### src/rtl/blec_pkg.sv
`timescale 1ns / 1ps

package blec_pkg;

	// Defaults for the top-level parameters
	localparam int FADE_STEPS_DEF       = 12;
	localparam int RAMP_TICKS_DEF       = 2;
	localparam int RAMP_START_TICKS_DEF = 10;

	// Item command codes
	localparam logic CMD_TICK   = 1'b0;
	localparam logic CMD_STATUS = 1'b1;

	// Layers with an effect of their own
	localparam logic [4:0] LAYER_BASE        = 5'd0;
	localparam logic [4:0] LAYER_BLINK_ONE   = 5'd1;
	localparam logic [4:0] LAYER_RAMP        = 5'd2;
	localparam logic [4:0] LAYER_BLINK_THREE = 5'd3;

	// Effect modes
	localparam logic [2:0] MODE_IDLE        = 3'd0;
	localparam logic [2:0] MODE_FADE        = 3'd1;
	localparam logic [2:0] MODE_BLINK_ONE   = 3'd2;
	localparam logic [2:0] MODE_BLINK_THREE = 3'd3;
	localparam logic [2:0] MODE_RAMP        = 3'd4;

	// Register indexes (byte address = 4 * index)
	localparam logic [2:0] REG_BLINK_HIGH   = 3'd0;
	localparam logic [2:0] REG_BLINK_LOW    = 3'd1;
	localparam logic [2:0] REG_BLINK_PERIOD = 3'd2;
	localparam logic [2:0] REG_RAMP_MIN     = 3'd3;
	localparam logic [2:0] REG_RAMP_MAX     = 3'd4;
	localparam logic [2:0] REG_RAMP_STEP    = 3'd5;

	// Register reset values
	localparam logic [7:0] BLINK_HIGH_RST   = 8'd100;
	localparam logic [7:0] BLINK_LOW_RST    = 8'd10;
	localparam logic [7:0] BLINK_PERIOD_RST = 8'd50;
	localparam logic [7:0] RAMP_MIN_RST     = 8'd10;
	localparam logic [7:0] RAMP_MAX_RST     = 8'd100;
	localparam logic [7:0] RAMP_STEP_RST    = 8'd5;

	localparam int PADDR_W = 5;

	// Fade step request: Q1.8 curve position and the two end levels
	typedef struct packed {
		logic       go;
		logic [8:0] t;
		logic [7:0] start;
		logic [7:0] target;
	} fade_req_t;

	typedef struct packed {
		logic       done;
		logic [7:0] level;
	} fade_rsp_t;

endpackage

### src/rtl/backlight_layer_effect_controller_core.sv
`timescale 1ns / 1ps

// Backlight layer effect controller. Each item is a 10 ms tick (cmd 0) or a
// status sample (cmd 1); each item gives exactly one result with the LED
// brightness and a write_strobe that marks an actual LED update. An item that
// needs no fade arithmetic passes through the execute and output states; an
// item that takes a fade step also waits in the fade state for the three
// passes through the single shared multiplier that evaluates the Q1.8
// smoothstep curve plus the final sum. The block takes one item at a time
// and can accept the next item while a result is still waiting to be taken.
// The six 8-bit registers sit on the APB port at byte addresses 0, 4, .. 20
// and should be written only while the block is idle.
module backlight_layer_effect_controller_core #(
	parameter int FADE_STEPS       = blec_pkg::FADE_STEPS_DEF,
	parameter int RAMP_TICKS       = blec_pkg::RAMP_TICKS_DEF,
	parameter int RAMP_START_TICKS = blec_pkg::RAMP_START_TICKS_DEF
) (
	input  logic                         clk,
	input  logic                         arst_n,
	// item channel
	input  logic                         item_valid,
	output logic                         item_ready,
	input  logic                         cmd,
	input  logic [4:0]                   layer,
	input  logic                         is_active,
	input  logic                         lighting_on,
	input  logic [6:0]                   underglow_level,
	// result channel
	output logic                         result_valid,
	input  logic                         result_ready,
	output logic [7:0]                   brightness,
	output logic                         write_strobe,
	// register port
	input  logic                         psel,
	input  logic                         penable,
	input  logic                         pwrite,
	input  logic [blec_pkg::PADDR_W-1:0] paddr,
	input  logic [31:0]                  pwdata,
	output logic [31:0]                  prdata,
	output logic                         pready
);
	import blec_pkg::*;

	localparam logic [7:0] STEPS_N      = 8'(FADE_STEPS);
	localparam logic [8:0] T_INC        = 9'(256 / FADE_STEPS);
	localparam logic [7:0] R_INC        = 8'(256 % FADE_STEPS);
	localparam logic [7:0] RAMP_RELOAD  = 8'(RAMP_TICKS);
	localparam logic [7:0] START_RELOAD = 8'(RAMP_START_TICKS);

	localparam logic [1:0] ST_IDLE = 2'd0;
	localparam logic [1:0] ST_EXEC = 2'd1;
	localparam logic [1:0] ST_FADE = 2'd2;
	localparam logic [1:0] ST_OUT  = 2'd3;

	// Registers
	logic [7:0] blink_high_q, blink_low_q, blink_period_q;
	logic [7:0] ramp_min_q, ramp_max_q, ramp_step_q;

	// Sequencer and latched item
	logic [1:0] st_q;
	logic       it_cmd_q, it_active_q, it_lit_q;
	logic [4:0] it_layer_q;
	logic [6:0] it_ug_q;

	// Effect state
	logic [2:0] mode_q;
	logic       seen_valid_q, last_active_q, blink_phase_q, ramp_rising_q;
	logic [4:0] last_layer_q;
	logic [7:0] tick_countdown_q, ramp_level_q, current_level_q;
	logic [7:0] fade_step_count_q, fade_start_q, fade_target_q;
	logic       fade_running_q;
	logic [8:0] fade_t_q;
	logic [7:0] fade_rem_q;
	logic       wr_q;

	// Result register
	logic       result_valid_q, write_strobe_q;
	logic [7:0] brightness_q;

	logic       cfg_wr;
	logic [2:0] cfg_idx;

	logic       changed, entry_fade, tick_fade, fade_at_end, expired;
	logic [7:0] entry_target, half_reload, full_reload, cnt_dec;
	logic [8:0] rem_sum, t_adv;
	logic [7:0] rem_adv;
	logic [8:0] ramp_sum;
	logic [7:0] ramp_sat, ramp_next;
	logic       ramp_rising_next;

	fade_req_t  fade_req;
	fade_rsp_t  fade_rsp;

	// Register port
	assign pready  = 1'b1;
	assign cfg_wr  = psel && penable && pwrite;
	assign cfg_idx = paddr[4:2];

	always_comb begin
		case (cfg_idx)
			REG_BLINK_HIGH:   prdata = {24'd0, blink_high_q};
			REG_BLINK_LOW:    prdata = {24'd0, blink_low_q};
			REG_BLINK_PERIOD: prdata = {24'd0, blink_period_q};
			REG_RAMP_MIN:     prdata = {24'd0, ramp_min_q};
			REG_RAMP_MAX:     prdata = {24'd0, ramp_max_q};
			REG_RAMP_STEP:    prdata = {24'd0, ramp_step_q};
			default:          prdata = 32'd0;
		endcase
	end

	always_ff @(posedge clk or negedge arst_n) begin
		if (!arst_n) begin
			blink_high_q   <= BLINK_HIGH_RST;
			blink_low_q    <= BLINK_LOW_RST;
			blink_period_q <= BLINK_PERIOD_RST;
			ramp_min_q     <= RAMP_MIN_RST;
			ramp_max_q     <= RAMP_MAX_RST;
			ramp_step_q    <= RAMP_STEP_RST;
		end else if (cfg_wr) begin
			case (cfg_idx)
				REG_BLINK_HIGH:   blink_high_q   <= pwdata[7:0];
				REG_BLINK_LOW:    blink_low_q    <= pwdata[7:0];
				REG_BLINK_PERIOD: blink_period_q <= pwdata[7:0];
				REG_RAMP_MIN:     ramp_min_q     <= pwdata[7:0];
				REG_RAMP_MAX:     ramp_max_q     <= pwdata[7:0];
				REG_RAMP_STEP:    ramp_step_q    <= pwdata[7:0];
				default:          ;
			endcase
		end
	end

	// Decode of the latched item
	always_comb begin
		changed = !seen_valid_q || (it_layer_q != last_layer_q) ||
			(it_active_q != last_active_q);
		entry_fade = (it_cmd_q == CMD_STATUS) && changed &&
			!(it_layer_q inside {LAYER_BLINK_ONE, LAYER_RAMP, LAYER_BLINK_THREE});
		entry_target = (it_layer_q == LAYER_BASE && it_lit_q && it_active_q) ?
			{1'b0, it_ug_q} : 8'd0;
		fade_at_end = (fade_step_count_q >= STEPS_N);
		tick_fade = (it_cmd_q == CMD_TICK) && (mode_q == MODE_FADE) &&
			fade_running_q && !fade_at_end;

		// countdown reloads; zero acts as one
		half_reload = (blink_period_q[7:1] == 7'd0) ? 8'd1 : {1'b0, blink_period_q[7:1]};
		full_reload = (blink_period_q == 8'd0) ? 8'd1 : blink_period_q;
		cnt_dec = (tick_countdown_q != 8'd0) ? tick_countdown_q - 8'd1 : tick_countdown_q;
		expired = (cnt_dec == 8'd0);

		// next curve position: t = k * 256 / steps, kept as quotient and remainder
		rem_sum = {1'b0, fade_rem_q} + {1'b0, R_INC};
		if (rem_sum >= {1'b0, STEPS_N}) begin
			rem_adv = 8'(rem_sum - {1'b0, STEPS_N});
			t_adv   = fade_t_q + T_INC + 9'd1;
		end else begin
			rem_adv = rem_sum[7:0];
			t_adv   = fade_t_q + T_INC;
		end

		// triangle ramp update
		ramp_sum = {1'b0, ramp_level_q} + {1'b0, ramp_step_q};
		ramp_sat = ramp_sum[8] ? 8'hFF : ramp_sum[7:0];
		ramp_next = ramp_level_q;
		ramp_rising_next = ramp_rising_q;
		if (ramp_rising_q) begin
			if (ramp_sat >= ramp_max_q) begin
				ramp_next = ramp_max_q;
				ramp_rising_next = 1'b0;
			end else begin
				ramp_next = ramp_sat;
			end
		end else if (ramp_level_q < ramp_step_q) begin
			ramp_next = ramp_min_q;
			ramp_rising_next = 1'b1;
		end else begin
			ramp_next = ramp_level_q - ramp_step_q;
		end
	end

	// Fade step request to the shared arithmetic unit
	always_comb begin
		fade_req.go     = (st_q == ST_EXEC) && (entry_fade || tick_fade);
		fade_req.t      = entry_fade ? T_INC : t_adv;
		fade_req.start  = entry_fade ? current_level_q : fade_start_q;
		fade_req.target = entry_fade ? entry_target : fade_target_q;
	end

	blec_fade_unit u_fade (
		.clk    (clk),
		.arst_n (arst_n),
		.req    (fade_req),
		.rsp    (fade_rsp)
	);

	// Item latch
	always_ff @(posedge clk) begin
		if (item_valid && item_ready) begin
			it_cmd_q    <= cmd;
			it_layer_q  <= layer;
			it_active_q <= is_active;
			it_lit_q    <= lighting_on;
			it_ug_q     <= underglow_level;
		end
	end

	// Sequencer and effect state
	always_ff @(posedge clk or negedge arst_n) begin
		if (!arst_n) begin
			st_q              <= ST_IDLE;
			mode_q            <= MODE_IDLE;
			seen_valid_q      <= 1'b0;
			last_layer_q      <= 5'd0;
			last_active_q     <= 1'b0;
			blink_phase_q     <= 1'b0;
			tick_countdown_q  <= 8'd0;
			ramp_level_q      <= RAMP_MIN_RST;
			ramp_rising_q     <= 1'b1;
			fade_step_count_q <= 8'd0;
			fade_running_q    <= 1'b0;
			fade_start_q      <= 8'd0;
			fade_target_q     <= 8'd0;
			fade_t_q          <= 9'd0;
			fade_rem_q        <= 8'd0;
			current_level_q   <= 8'd0;
			wr_q              <= 1'b0;
			result_valid_q    <= 1'b0;
			brightness_q      <= 8'd0;
			write_strobe_q    <= 1'b0;
		end else begin
			// a result taken outside the output state frees the register
			if (result_valid_q && result_ready && st_q != ST_OUT) result_valid_q <= 1'b0;

			case (st_q)
				ST_IDLE: begin
					if (item_valid) st_q <= ST_EXEC;
				end

				ST_EXEC: begin
					wr_q <= 1'b0;
					st_q <= ST_OUT;
					if (it_cmd_q == CMD_STATUS) begin
						if (changed) begin
							seen_valid_q   <= 1'b1;
							last_layer_q   <= it_layer_q;
							last_active_q  <= it_active_q;
							blink_phase_q  <= 1'b0;
							ramp_level_q   <= ramp_min_q;
							ramp_rising_q  <= 1'b1;
							fade_running_q <= 1'b0;
							case (it_layer_q)
								LAYER_BLINK_ONE: begin
									mode_q           <= MODE_BLINK_ONE;
									blink_phase_q    <= !it_lit_q;
									current_level_q  <= it_lit_q ? blink_low_q : blink_high_q;
									wr_q             <= 1'b1;
									tick_countdown_q <= half_reload;
								end
								LAYER_RAMP: begin
									mode_q           <= MODE_RAMP;
									tick_countdown_q <= START_RELOAD;
								end
								LAYER_BLINK_THREE: begin
									mode_q           <= MODE_BLINK_THREE;
									current_level_q  <= blink_low_q;
									wr_q             <= 1'b1;
									tick_countdown_q <= half_reload;
								end
								default: begin
									// fade from the last level; first step taken now
									mode_q            <= MODE_FADE;
									fade_target_q     <= entry_target;
									fade_start_q      <= current_level_q;
									fade_step_count_q <= 8'd1;
									fade_t_q          <= T_INC;
									fade_rem_q        <= R_INC;
									fade_running_q    <= 1'b1;
									st_q              <= ST_FADE;
								end
							endcase
						end
					end else begin
						case (mode_q)
							MODE_FADE: begin
								if (fade_running_q) begin
									if (fade_at_end) begin
										fade_running_q  <= 1'b0;
										current_level_q <= fade_target_q;
										wr_q            <= 1'b1;
									end else begin
										fade_step_count_q <= fade_step_count_q + 8'd1;
										fade_t_q          <= t_adv;
										fade_rem_q        <= rem_adv;
										st_q              <= ST_FADE;
									end
								end
							end
							MODE_BLINK_ONE, MODE_BLINK_THREE: begin
								tick_countdown_q <= cnt_dec;
								if (expired) begin
									blink_phase_q    <= !blink_phase_q;
									current_level_q  <= blink_phase_q ? blink_low_q : blink_high_q;
									wr_q             <= 1'b1;
									tick_countdown_q <= (mode_q == MODE_BLINK_THREE) ?
										half_reload : full_reload;
								end
							end
							MODE_RAMP: begin
								tick_countdown_q <= cnt_dec;
								if (expired) begin
									current_level_q  <= ramp_level_q;
									wr_q             <= 1'b1;
									ramp_level_q     <= ramp_next;
									ramp_rising_q    <= ramp_rising_next;
									tick_countdown_q <= RAMP_RELOAD;
								end
							end
							default: ;
						endcase
					end
				end

				ST_FADE: begin
					if (fade_rsp.done) begin
						current_level_q <= fade_rsp.level;
						wr_q            <= 1'b1;
						st_q            <= ST_OUT;
					end
				end

				default: begin
					// hand the result over once the result register is free
					if (!result_valid_q || result_ready) begin
						result_valid_q <= 1'b1;
						brightness_q   <= current_level_q;
						write_strobe_q <= wr_q;
						st_q           <= ST_IDLE;
					end
				end
			endcase
		end
	end

	assign item_ready   = (st_q == ST_IDLE);
	assign result_valid = result_valid_q;
	assign brightness   = brightness_q;
	assign write_strobe = write_strobe_q;

	// a running fade always belongs to fade mode
	a_fade_mode: assert property (@(posedge clk) disable iff (!arst_n)
		fade_running_q |-> (mode_q == MODE_FADE))
		else $error("fade running outside fade mode");

	a_fade_count: assert property (@(posedge clk) disable iff (!arst_n)
		fade_step_count_q <= STEPS_N)
		else $error("fade step count beyond the step total");

	a_fade_done: assert property (@(posedge clk) disable iff (!arst_n)
		fade_rsp.done |-> (st_q == ST_FADE))
		else $error("fade result with no step waiting");

	a_result_src: assert property (@(posedge clk) disable iff (!arst_n)
		$rose(result_valid_q) |-> ($past(st_q) == ST_OUT))
		else $error("result raised outside the output state");

endmodule

### src/rtl/blec_fade_unit.sv
`timescale 1ns / 1ps

module blec_fade_unit (
	input  logic                clk,
	input  logic                arst_n,
	input  blec_pkg::fade_req_t req,
	output blec_pkg::fade_rsp_t rsp
);
	import blec_pkg::*;

	// Phases: square t, shape the curve, scale by the level span, sum
	localparam logic [2:0] PH_IDLE  = 3'd0;
	localparam logic [2:0] PH_SQ    = 3'd1;
	localparam logic [2:0] PH_SHAPE = 3'd2;
	localparam logic [2:0] PH_SCALE = 3'd3;
	localparam logic [2:0] PH_SUM   = 3'd4;

	logic [2:0]         ph_q;
	logic [8:0]         t_q;
	logic [7:0]         start_q;
	logic [7:0]         target_q;
	logic signed [8:0]  diff_q;
	logic signed [21:0] prod_q;

	logic [8:0]         frac;
	logic signed [10:0] op_a;
	logic signed [10:0] op_b;
	logic signed [10:0] sum_v;
	logic signed [10:0] tgt_v;
	logic signed [10:0] lim_v;
	logic [7:0]         level;

	// Operand select for the shared multiplier
	always_comb begin
		frac = prod_q[16:8];
		case (ph_q)
			PH_SQ: begin
				op_a = $signed({2'b00, t_q});
				op_b = $signed({2'b00, t_q});
			end
			PH_SHAPE: begin
				op_a = $signed({2'b00, frac});
				op_b = 11'sd768 - $signed({1'b0, t_q, 1'b0});
			end
			PH_SCALE: begin
				op_a = $signed({{2{diff_q[8]}}, diff_q});
				op_b = $signed({2'b00, frac});
			end
			default: begin
				op_a = '0;
				op_b = '0;
			end
		endcase
	end

	// Final sum: floor of product / 256, clamp at target, then to 0..255
	always_comb begin
		sum_v = $signed({3'b000, start_q}) + $signed(prod_q[18:8]);
		tgt_v = $signed({3'b000, target_q});
		lim_v = sum_v;
		if (diff_q > 9'sd0) begin
			if (sum_v > tgt_v) lim_v = tgt_v;
		end else begin
			if (sum_v < tgt_v) lim_v = tgt_v;
		end
		if (lim_v < 11'sd0) begin
			level = 8'd0;
		end else if (lim_v > 11'sd255) begin
			level = 8'd255;
		end else begin
			level = lim_v[7:0];
		end
	end

	assign rsp.done  = (ph_q == PH_SUM);
	assign rsp.level = level;

	// Sequencer
	always_ff @(posedge clk or negedge arst_n) begin
		if (!arst_n) begin
			ph_q <= PH_IDLE;
		end else begin
			case (ph_q)
				PH_IDLE:  if (req.go) ph_q <= PH_SQ;
				PH_SQ:    ph_q <= PH_SHAPE;
				PH_SHAPE: ph_q <= PH_SCALE;
				PH_SCALE: ph_q <= PH_SUM;
				default:  ph_q <= PH_IDLE;
			endcase
		end
	end

	// Operand capture and product register
	always_ff @(posedge clk) begin
		if (ph_q == PH_IDLE && req.go) begin
			t_q      <= req.t;
			start_q  <= req.start;
			target_q <= req.target;
			diff_q   <= $signed({1'b0, req.target}) - $signed({1'b0, req.start});
		end
		if (ph_q == PH_SQ || ph_q == PH_SHAPE || ph_q == PH_SCALE) begin
			prod_q <= op_a * op_b;
		end
	end

endmodule
### config.mk
export PLATFORM = sky130hd
export DESIGN_NAME = backlight_layer_effect_controller_core
export DESIGN_NICKNAME = d
export VERILOG_FILES = /design/src/rtl/blec_pkg.sv /design/src/rtl/backlight_layer_effect_controller_core.sv /design/src/rtl/blec_fade_unit.sv
export SDC_FILE = /design/constraint.sdc
export NUM_CORES = 1
export LEC_CHECK = 0
export ABC_CLOCK_PERIOD_IN_PS = 14320
export BUFFER_PORTS_ARGS = -buffer_cell sky130_fd_sc_hd__buf_4
export CAP_MARGIN = 20
export CORE_AREA = 2 2 121 240
export CTS_CLUSTER_SIZE = 20
export DETAILED_ROUTE_END_ITERATION = 7
export DIE_AREA = 0 0 123 242
export GPL_ROUTABILITY_DRIVEN = 0
export HOLD_SLACK_MARGIN = 0.15
export PLACE_DENSITY = 0.78
export SYNTH_ARGS = -nofsm -noshare
export SYNTH_HDL_FRONTEND = slang
export SYNTH_SLANG_ARGS = --single-unit
### constraint.sdc
create_clock -name clk -period 14.32 [get_ports clk]
set_input_delay 2.864 -clock clk [delete_from_list [all_inputs] [get_ports clk]]
set_output_delay 2.864 -clock clk [all_outputs]
set_load 0.005 [all_outputs]
==> results of run 1 <==
## per-layer routing
metal / vias to the layer above / routed length (um) / GRT usage [%]
met2: 541 / 24300 / 56.4
met3: 229 / 1980 / 5.04
li1: 6072 / - / -
met1: 6430 / 14100 / 28.7
met5: - / 0 / 0
met4: 0 / 4400 / 27.3
## flip-flops by register name, summed over array words and instances (netlist names), 9 cells and up
| signal | count |
|---|---|
| u_fade.prod_q | 11 |
| u_fade.t_q | 9 |
| fade_t_q | 9 |
| u_fade.diff_q | 9 |
## cells by family (layout without fill, tap and decap cells)
kind of cell	Yosys count	count (layout)	synth area share, %
adders and majority gates	204	204	20.1
other	2	25	0.0457
buffers and inverters	289	300	7.17
xor gates and xnor gates	73	73	3.89
DFF	198	198	32.1
and+or+nand+nor	549	549	15.2
AOI/OAI and AO/OA	347	347	13.8
muxes	118	118	7.84
## cell usage after synthesis (all sizes together), types with 9 or more instances
library cell	count
or3	10
a221oi	10
buf	30
and2	15
a21o	30
mux2	66
nor2b	19
o22ai	13
o31ai	9
ha	104
nand2	226
nand3	22
o221ai	12
fa	100
a31oi	24
nor4	14
clkbuf	56
nor2	154
inv	203
nand2b	17
nor3	26
o21a	15
mux2i	50
a21oi	59
xnor2	49
a211oi	16
o21ai	110
xor2	24
dfrtp	121
and3	9
dfstp	18
edfxtp	59
## worst min-delay path by stage
stage | slack (ps) | endpoint | depth (start not counted)
finish | 470 | seen_valid_q$_DFFE_PN0P_ | 1
global route | 500 | fade_start_q[7]$_DFFE_PN0P_ | 2
CTS | 470 | seen_valid_q$_DFFE_PN0P_ | 1
detailed placement | 450 | seen_valid_q$_DFFE_PN0P_ | 1
global placement | 440 | seen_valid_q$_DFFE_PN0P_ | 1
floorplan | 430 | seen_valid_q$_DFFE_PN0P_ | 1
## power groups by stage
| stage | registers (W) | logic [W] | clock network, W |
|---|---|---|---|
| after floorplan | 0.000933 | 0.00182 | 0 |
| after global placement | 0.00103 | 0.00233 | 0 |
| after detailed placement | 0.00104 | 0.00241 | 0 |
| after CTS | 0.00103 | 0.00244 | 0.000496 |
| after global routing | 0.00106 | 0.00276 | 0.000517 |
| final | 0.00104 | 0.00247 | 0.000490 |
## cell usage in the layout (no fill, tap or decap), types with 22 or more instances in the layout
cell type / instances
inv_1: 203
mux2_2: 66
conb_1: 25
mux2i_1: 50
buf_4: 64
fa_1: 100
edfxtp_1: 59
dfrtp_1: 121
nand3_1: 22
a31oi_1: 23
xnor2_1: 49
nor2_1: 154
nor3_1: 25
ha_1: 104
a21o_1: 29
nand2_1: 226
xor2_1: 24
a21oi_1: 59
o21ai_0: 109
## stage by stage
| stage | worst slack (ps) | utilization, % | cells |
|---|---|---|---|
| final | 6010 | 63.0 | 2170 |
| after global routing | 5750 | 63.0 | 2170 |
| after CTS | 6290 | 63.0 | 2170 |
| after detailed placement | 6330 | 60.8 | 2138 |
| after global placement | 6360 | 60.8 | 2138 |
| after floorplan | 7410 | - | 1803 |
## worst max-delay path: stages (launching register included)
cell	delay, ps
dfrtp_1	900
nor2b_1	710
nand2_1	220
a21oi_1	700
nand2_1	170
fa_1	570
inv_1	50
fa_1	460
fa_1	550
fa_1	580
inv_1	70
fa_1	560
inv_1	50
ha_1	330
a21o_1	220
nand2b_1	150
o221ai_1	260
a21oi_1	230
and2_1	240
o21a_1	200
o21a_1	180
nor2_1	210
xor2_1	430
## layout make-up
cell class                 count  area (um2)  share of cell area [%]
inverter                     203         762                    4.31
clock inverter                12         120                   0.679
sequential                   198        5270                    29.8
timing repair buffer          65         492                    2.78
clock buffer                  20         489                    2.77
multi-input combinational   1316       10100                    57.1
tap                          356         445                    2.52
==> run_results.csv, run 1 <==
group,metric,value,unit
global_route,grt_pass1_vias,13900,
synthesis,postSynthCellCount,1780,
worst_setup_path,crit_fanout,29,
cts,cts_tree,"yes",
power,power.total,0.00400,W
power,seqPwrFrac,26.1,%
routing,routed_wl,44800,um
final_layout,fin_area,17700,um2
synthesis,synth-edff-count,59,
final_layout,antenna_cells,0,
sta,max_freq,0.120,GHz
floorplanning,io_pins,103,
synthesis,synth_seq_cells,198,
sta,rsz0062_at_grt,"no",
synthesis,synth_top_area_cell,"dfrtp_1",
worst_setup_path,reg2reg_from,"u_fade.ph_q[0]$_DFFE_PN0P_",
sta,worst_slew_pin_slew,1140,ps
routing,routedWlPerCell,20.6,um
placed_design,port_buffers,51,
sta,maxSlewHeadroom,24.1,%
routing,route.detailed.drc,0,
min_path,hold_start,"seen_valid_q$_DFFE_PN0P_",
synthesis,synthFlopType,"dfrtp_1",
cts,cts_setup_buffers,0,
final_layout,finalNetCount,2064,
synthesis,syn-cell-area,16400,um2
floorplanning,die_area,29800,um2
worst_setup_path,rrSetupSlack,6010,ps
sta,period_minus_slack,8310,ps
routing,ant_nets,0,
placed_design,place_area,17100,um2
flow_run,drv_cap,0,
synthesis,synth_top_area_share,18.4,%
floorplanning,initial_core_util,58.6,%
synthesis,synth_area_leaders,"dfrtp_1, fa_1, edfxtp_1",
power,p_leak,8.06,nW
cts,cts-buffers-inserted,17,
synthesis,avgSynthCellArea,9.24,um2
sta,worst_hold_slack,469,ps
global_route,grt_max_degree,75,
placed_design,hpwl,35200,um
power,p_clk_share,12.2,%
global_route,track_usage,31.1,%
sta,fin_skew,12.4,ps
floorplanning,rows,87,
power,cellPowerDensity,226,nW/um2
worst_setup_path,critPathLaunch,"u_fade.ph_q[0]$_DFFE_PN0P_",
global_route,grt_pass1_wl,70800,um
cts,clk_latency,460,ps
synthesis,yosys_warnings,0,
final_layout,fillers,2320,
final_layout,syn_to_final_growth,7.50,%
power,combinationalPowerShare,61.7,%
floorplanning,die_y,242,um
sta,setup_tns,0,ps
floorplanning,die_w,123,um
final_layout,layout-drive-gt1-share,11.3,%
sta,hold_viol,0,
worst_setup_path,critPathCaptureType,"flip-flop",
worst_setup_path,crit_end,"u_fade.prod_q[18]$_DFFE_PP_",
worst_setup_path,reg2regPathDepth,22,
worst_setup_path,cp-start-kind,"flip-flop",
synthesis,yosysSeqAreaShare,32.1,%
worst_setup_path,required,14520,ps
sta,slew_viol_final,0,
routing,viasPerCell,6.12,
sta,period_share,58.1,%
power,power.switching,0.00194,W
synthesis,synth_cell_types,79,
cts,htreeDepth,4,
routing,drt_iter0_drc,880,
global_route,antenna_found_initial,0,
floorplanning,coreArea,28100,um2
cts,root_buffer,"clkbuf_16",
sta,setup_viol,0,
cts,clk_pin_slew,70,ps
worst_setup_path,reg2reg_to,"u_fade.prod_q[18]$_DFFE_PP_",
run_status,outcome,"completed",
cts,cts_num_sinks,198,
power,internal_power,0.00206,W
worst_setup_path,worstSetupPathType,"flip-flop to flip-flop",
power,vdd.ir_drop.worst,0.000230,V
routing,vias,13300,
routing,dr.pass1.iters,5,
min_path,hold_path_class,"flip-flop to flip-flop",
synthesis,async_reset_ff_share,70.2,%
power,swShare,48.4,%
worst_setup_path,arrival,8520,ps
global_route,grt_remaining_overflow,0,
cts,post_cts_resized,0,
cts,cts_hold_buf,0,
cts,cts.path.max_buffers,2,
(Power assumes the default switching activity.)
==> inputs of run 2 (changes only) <==
ABC_AREA = 1   (was unset)
ABC_CLOCK_PERIOD_IN_PS = 8200   (was 14320)
CORE_AREA = 2 2 121 241   (was 2 2 121 240)
DIE_AREA = 0 0 123 243   (was 0 0 123 242)
clock period = 8.2 ns   (was 14.32 ns; I/O delays follow)
==> run 2 against run 1 <==
  * Routed wire length rose by 1.2%
  * Via count rose by 7.5%
  * Cell area rose by 0.47%
  * Largest power group unchanged
==> run_results.csv, run 2 <==
group,metric,value,unit
run_status,outcome,"completed",
routing,ant_nets,0,
placed_design,place_area,17200,um2
flow_run,drv_cap,0,
cts,clk_pin_slew,70,ps
min_path,hold_path_class,"flip-flop to flip-flop",
worst_setup_path,slowest_stage,"fa_1",
floorplanning,io_pins,103,
cts,cts-buffers-inserted,17,
global_route,antenna_found_initial,0,
worst_setup_path,arrival,7120,ps
synthesis,synth_xor_area_share,3.01,%
floorplanning,initial_core_util,59.0,%
cts,post_cts_resized,0,
final_layout,fin_area,17800,um2
synthesis,synth.most_common_cell,"nand2_1",
synthesis,synth_adder_area_share,19.9,%
synthesis,synth_area_leaders,"dfrtp_1, fa_1, edfxtp_1",
synthesis,synth_top_area_cell,"dfrtp_1",
synthesis,avgSynthCellArea,7.94,um2
floorplanning,die_w,123,um
worst_setup_path,crit_path_frequent_cell,"fa_1",
placed_design,port_buffers,51,
synthesis,synth_compound_area_share,13.2,%
floorplanning,rows,87,
global_route,grt_pass1_wl,72000,um
final_layout,top_register,"u_fade.prod_q",
worst_setup_path,rrSetupSlack,1270,ps
synthesis,synth_top_family_by_area,"simple AND/OR/NAND/NOR gates",
synthesis,synth_seq_cells,198,
floorplanning,die_area,29900,um2
routing,drt_iter0_drc,1181,
worst_setup_path,crit_fanout,9,
sta,setup_viol,0,
sta,max_freq,0.144,GHz
sta,period_minus_slack,6930,ps
worst_setup_path,critPathCaptureType,"flip-flop",
floorplanning,coreArea,28100,um2
final_layout,fillers,2395,
routing,dr.pass1.iters,6,
synthesis,synth-simple-area-share,20.7,%
global_route,grt_remaining_overflow,0,
placed_design,hpwl,36300,um
synthesis,synthFlopType,"dfrtp_1",
routing,vias,14300,
cts,root_buffer,"clkbuf_16",
sta,setup_tns,0,ps
final_layout,largest_reg_flops,11,
cts,cts_num_sinks,198,
final_layout,antenna_cells,0,
sta,slew_viol_final,0,
power,p_leak,8.87,nW
synthesis,yosys_warnings,0,
worst_setup_path,cp-start-kind,"flip-flop",
sta,rsz0062_at_grt,"no",
synthesis,syn-cell-area,16600,um2
power,vdd.ir_drop.worst,0.000232,V
cts,htreeDepth,4,
final_layout,final_cell_mix,"nand2_1, inv_1, o21ai_0, a21oi_1",
synthesis,synth_cell_types,65,
final_layout,final_common_cell,"nand2_1",
synthesis,yosysSeqAreaShare,31.8,%
sta,maxSlewHeadroom,30.3,%
power,cellPowerDensity,399,nW/um2
routing,routedWlPerCell,18.2,um
final_layout,multi_input_area,9520,um2
sta,worst_slew_pin_slew,1040,ps
floorplanning,die_y,243,um
routing,route.detailed.drc,0,
worst_setup_path,required,8390,ps
global_route,grt_max_degree,85,
sta,fin_skew,10.6,ps
worst_setup_path,cp_top_family,"adder cells",
routing,routed_wl,45300,um
worst_setup_path,crit_buf_inv,5,
sta,hold_viol,0,
final_layout,regArea,5270,um2
cts,cts.path.max_buffers,2,
synthesis,synth-edff-count,59,
final_layout,finalNetCount,2388,
sta,period_share,84.5,%
cts,clk_latency,450,ps
synthesis,synth_mux_area_share,0,%
cts,cts_hold_buf,0,
synthesis,synthTopCellsByCount,"nand2_1, inv_1, o21ai_0",
global_route,track_usage,31.6,%
final_layout,syn_to_final_growth,7.18,%
worst_setup_path,worstSetupPathType,"flip-flop to flip-flop",
cts,cts_setup_buffers,0,
final_layout,layout-drive-gt1-share,9.35,%
worst_setup_path,cp_slowest_stage_delay,590,ps
global_route,grt_pass1_vias,14800,
synthesis,postSynthCellCount,2088,
synthesis,async_reset_ff_share,70.2,%
cts,cts_tree,"yes",
synthesis,synth_top_area_share,18.3,%
worst_setup_path,cp_cell_sequence,"inv_1 -> ha_1 -> a221oi_1 -> clkinv_1 -> nand2_1 -> fa_1 -> inv_1 -> fa_1 -> fa_1 -> fa_1 -> inv_1 -> fa_1 -> inv_1 -> ha_1 -> nand2_1 -> nor2_1 -> a2111oi_0 -> nand2_1 -> nand3_1 -> nand2_1 -> xor2_1",
routing,viasPerCell,5.72,
==> run 2: cell types whose count changed after synthesis, moves of 57 or more <==
cell / change
inv_1: +169
o21ai_0: +57
nand2_1: +222
nand3_1: +60
mux2_2: -66
a21oi_1: +66
==> run 2: metal layers <==
layer	track usage [%]	wire, um
met5	0	0
met4	28.4	4850
met3	4.65	2030
met2	58.1	24500
met1	28.4	14000
==> run 2: path summary, 6_finish.rpt <==
path,depth (start not counted),endpoint,start
max,21,u_fade.prod_q[18]$_DFFE_PP_,u_fade.t_q[0]$_SDFFCE_PP1P_
min reg2reg,1,seen_valid_q$_DFFE_PN0P_,seen_valid_q$_DFFE_PN0P_
min in group asynchronous,1,ramp_step_q[7]$_DFFE_PN0P_,arst_n
max in group asynchronous,2,ramp_min_q[6]$_DFFE_PN0P_,arst_n
max reg2reg,21,u_fade.prod_q[18]$_DFFE_PP_,u_fade.t_q[0]$_SDFFCE_PP1P_
min,1,seen_valid_q$_DFFE_PN0P_,seen_valid_q$_DFFE_PN0P_
==> run 2: stage by stage <==
stage	worst slack (ps)	util, %	hold slack, ps	std cells	power (W)
4_1_cts	1390	63.2	469	2494	0.00705
3_5_place_dp	1410	61.2	452	2462	0.00617
5_1_grt	790	63.2	492	2494	0.00775
6_report	1270	63.2	465	2494	0.00709
3_3_place_gp	1510	61.2	455	2462	0.00601
2_1_floorplan	2380	-	432	2111	0.00492
==> run 2: worst reg2reg max path, stage by stage (launching register included) <==
cell and delay [ps]:
edfxtp_1 440, inv_1 90, ha_1 300, a221oi_1 550, clkinv_1 450, nand2_1 300, fa_1 490, inv_1 310
fa_1 480, fa_1 580, fa_1 590, inv_1 60, fa_1 530, inv_1 50, ha_1 350, nand2_1 100
nor2_1 60, a2111oi_0 450, nand2_1 170, nand3_1 100, nand2_1 70, xor2_1 160
==> run 2: final cells by class <==
class                   instances  share of cell area, %
multi-input cells            1448                   53.6
inverters                     405                   8.56
clock inverters                11                  0.535
flip-flops and latches        198                   29.7
well taps                     356                   2.51
clock buffers                  21                   2.78
repair buffers                 55                   2.35
==> run 2: report_power, final <==
part | internal [W] | switching, W | total (W)
Combinational | 0.00154 | 0.00298 | 0.00453
Clock | 0.000462 | 0.000377 | 0.000839
Sequential | 0.00142 | 0.000301 | 0.00172
Total | 0.00343 | 0.00366 | 0.00709
==> run 2: logic make-up (layout without fill, tap and decap cells) <==
kind of cell	count (synthesis)	count (layout)
compound gates	388	388
xor+xnor	57	57
fa+ha+maj	204	204
buf+inv	465	492
flops	198	198
other cells	2	25
simple gates	774	774
==> inputs of run 3 (changes only) <==
ABC_CLOCK_PERIOD_IN_PS = 6900   (was 8200)
clock period = 6.9 ns   (was 8.2 ns; I/O delays follow)
==> run 3 against run 2 <==
  * Combinational power is 20% higher
  * Maximum frequency is 6.8% higher
  * Global-route usage is 0.86 points higher
  * Clock power is 18% higher
  * Critical endpoint unchanged
  * Worst setup slack worse by 860 ps
==> run_results.csv, run 3 (synthesis results as in run 2) <==
group,metric,value,unit
run_status,outcome,"completed",
global_route,grt_pass1_vias,14700,
power,power.switching,0.00443,W
power,vdd.ir_drop.worst,0.000269,V
worst_setup_path,cp_slowest_stage_delay,600,ps
worst_setup_path,crit_end,"u_fade.prod_q[18]$_DFFE_PP_",
routing,route.detailed.drc,0,
global_route,grt_max_degree,73,
placed_design,port_buffers,51,
cts,post_cts_resized,0,
sta,rsz0062_at_grt,"no",
cts,root_buffer,"clkbuf_16",
worst_setup_path,crit_buf_inv,7,
sta,hold_viol,0,
cts,cts_setup_buffers,0,
power,p_leak,8.89,nW
floorplanning,rows,87,
sta,fin_skew,8.52,ps
cts,cts_tree,"yes",
worst_setup_path,reg2reg_to,"u_fade.prod_q[18]$_DFFE_PP_",
sta,worst_slew_pin_slew,990,ps
final_layout,final_common_cell,"nand2_1",
floorplanning,die_area,29900,um2
power,internal_power,0.00404,W
routing,dr.pass1.iters,6,
flow_run,drv_cap,0,
final_layout,largest_reg_flops,11,
global_route,track_usage,32.5,%
min_path,hold_path_class,"flip-flop to flip-flop",
cts,cts-buffers-inserted,17,
placed_design,dp_cells,2470,
cts,cts.path.max_buffers,2,
final_layout,antenna_cells,0,
worst_setup_path,critPathLaunch,"u_fade.t_q[0]$_SDFFCE_PP1P_",
worst_setup_path,crit_path_frequent_cell,"fa_1",
worst_setup_path,slowest_stage,"fa_1",
routing,routedWlPerCell,18.3,um
cts,clk_pin_slew,80,ps
cts,htreeDepth,4,
sta,slew_viol_final,0,
floorplanning,die_y,243,um
routing,vias,14200,
sta,setup_tns,0,ps
sta,max_freq,0.154,GHz
global_route,antenna_found_initial,0,
cts,cts_hold_buf,0,
final_layout,finalNetCount,2396,
worst_setup_path,arrival,6680,ps
cts,clk_latency,460,ps
routing,routed_wl,45700,um
power,p_clk_share,11.7,%
final_layout,final_cell_mix,"nand2_1, inv_1, o21ai_0, a21oi_1",
worst_setup_path,cp-start-kind,"flip-flop",
sta,maxSlewHeadroom,33.7,%
worst_setup_path,cp_top_family,"adder cells",
floorplanning,coreArea,28100,um2
power,cellPowerDensity,475,nW/um2
floorplanning,initial_core_util,59.0,%
worst_setup_path,cp_cell_sequence,"inv_1 -> ha_1 -> a221oi_1 -> buf_4 -> clkinv_1 -> buf_4 -> nand2_1 -> fa_1 -> inv_1 -> fa_1 -> fa_1 -> fa_1 -> inv_1 -> fa_1 -> inv_1 -> ha_1 -> nand2_1 -> nor2_1 -> a2111oi_1 -> nand2_1 -> nand3_1 -> nand2_1 -> xor2_1",
final_layout,fillers,2465,
cts,cts_num_sinks,198,
worst_setup_path,cp.depth,23,
sta,period_share,94.0,%
sta,period_minus_slack,6490,ps
floorplanning,die_w,123,um
final_layout,top_register,"u_fade.prod_q",
final_layout,syn_to_final_growth,7.50,%
final_layout,fin_cells,2502,
worst_setup_path,required,7090,ps
placed_design,hpwl,36400,um
routing,viasPerCell,5.67,
worst_setup_path,crit_fanout,9,
power,combinationalPowerShare,64.2,%
global_route,grt_pass1_wl,73900,um
worst_setup_path,reg2regPathDepth,23,
global_route,grt_remaining_overflow,0,
floorplanning,io_pins,103,
sta,setup_viol,0,
routing,drt_iter0_drc,1009,
power,swShare,52.3,%
worst_setup_path,reg2reg_from,"u_fade.t_q[0]$_SDFFCE_PP1P_",
worst_setup_path,critPathCaptureType,"flip-flop",
worst_setup_path,worstSetupPathType,"flip-flop to flip-flop",
power,seqPwrFrac,24.1,%
routing,ant_nets,0,
worst_setup_path,rrSetupSlack,410,ps
final_layout,layout-drive-gt1-share,9.79,%
[run 3: cell count changes in the layout (fill, tap and decap cells not counted), sizes merged]
cell	before	now
bufinv	1	0
inv	399	404
clkbuf	21	18
clkinv	14	13
buf	55	63
[run 3: layout make-up]
cell class | count | area, um2 | share of cell area (%)
clock buffer | 18 | 439 | 2.47
multi-input combinational | 1448 | 9520 | 53.4
inverter | 405 | 1520 | 8.53
clock inverter | 14 | 140 | 0.787
sequential | 198 | 5270 | 29.6
timing repair buffer | 63 | 477 | 2.68
tap | 356 | 445 | 2.50
[run 3: stage by stage]
step	hold slack, ps	util, %	setup slack [ps]	cell area, um2	power, W
final	487	63.4	413	17800	0.00847
after global routing	506	63.4	44.8	17800	0.00930
after CTS	484	63.4	472	17800	0.00838
after detailed placement	466	61.4	467	17200	0.00735
after global placement	447	61.4	627	17200	0.00718
after floorplan	432	-	1080	16700	0.00585
[run 3: power by group through the flow]
stage | clock network (W) | registers (W) | logic [W]
after floorplan | 0 | 0.00190 | 0.00395
after global placement | 0 | 0.00203 | 0.00514
after detailed placement | 0 | 0.00204 | 0.00531
after CTS | 0.000987 | 0.00202 | 0.00537
after global routing | 0.00103 | 0.00207 | 0.00619
final | 0.000987 | 0.00204 | 0.00544
[run 3: worst min path at each step]
stage | from | to | slack (ps) | cells after the start
2_1_floorplan | seen_valid_q$_DFFE_PN0P_ | seen_valid_q$_DFFE_PN0P_ | 430 | 1
3_3_place_gp | seen_valid_q$_DFFE_PN0P_ | seen_valid_q$_DFFE_PN0P_ | 450 | 1
3_5_place_dp | fade_start_q[1]$_DFFE_PN0P_ | fade_start_q[1]$_DFFE_PN0P_ | 470 | 2
4_1_cts | fade_start_q[1]$_DFFE_PN0P_ | fade_start_q[1]$_DFFE_PN0P_ | 480 | 2
5_1_grt | fade_start_q[1]$_DFFE_PN0P_ | fade_start_q[1]$_DFFE_PN0P_ | 510 | 2
6_report | fade_start_q[2]$_DFFE_PN0P_ | fade_start_q[2]$_DFFE_PN0P_ | 490 | 2
[run 3: metal layers]
| layer | part of all wire (%) | up-vias | global-route usage [%] |
|---|---|---|---|
| li1 | - | 6712 | - |
| met1 | 31 | 6674 | 29.7 |
| met2 | 53 | 552 | 58.6 |
| met3 | 4.7 | 259 | 5.64 |
| met4 | 11 | 0 | 29.1 |
| met5 | 0 | - | 0 |
[run 3: worst register-to-register path, stage by stage (launching register included)]
cell and delay [ps]:
edfxtp_1 440, inv_1 80, ha_1 300, a221oi_1 400, buf_4 200, clkinv_1 50, buf_4 170, nand2_1 180
fa_1 500, inv_1 240, fa_1 460, fa_1 600, fa_1 600, inv_1 60, fa_1 530, inv_1 40
ha_1 340, nand2_1 100, nor2_1 50, a2111oi_1 380, nand2_1 170, nand3_1 100, nand2_1 60, xor2_1 160
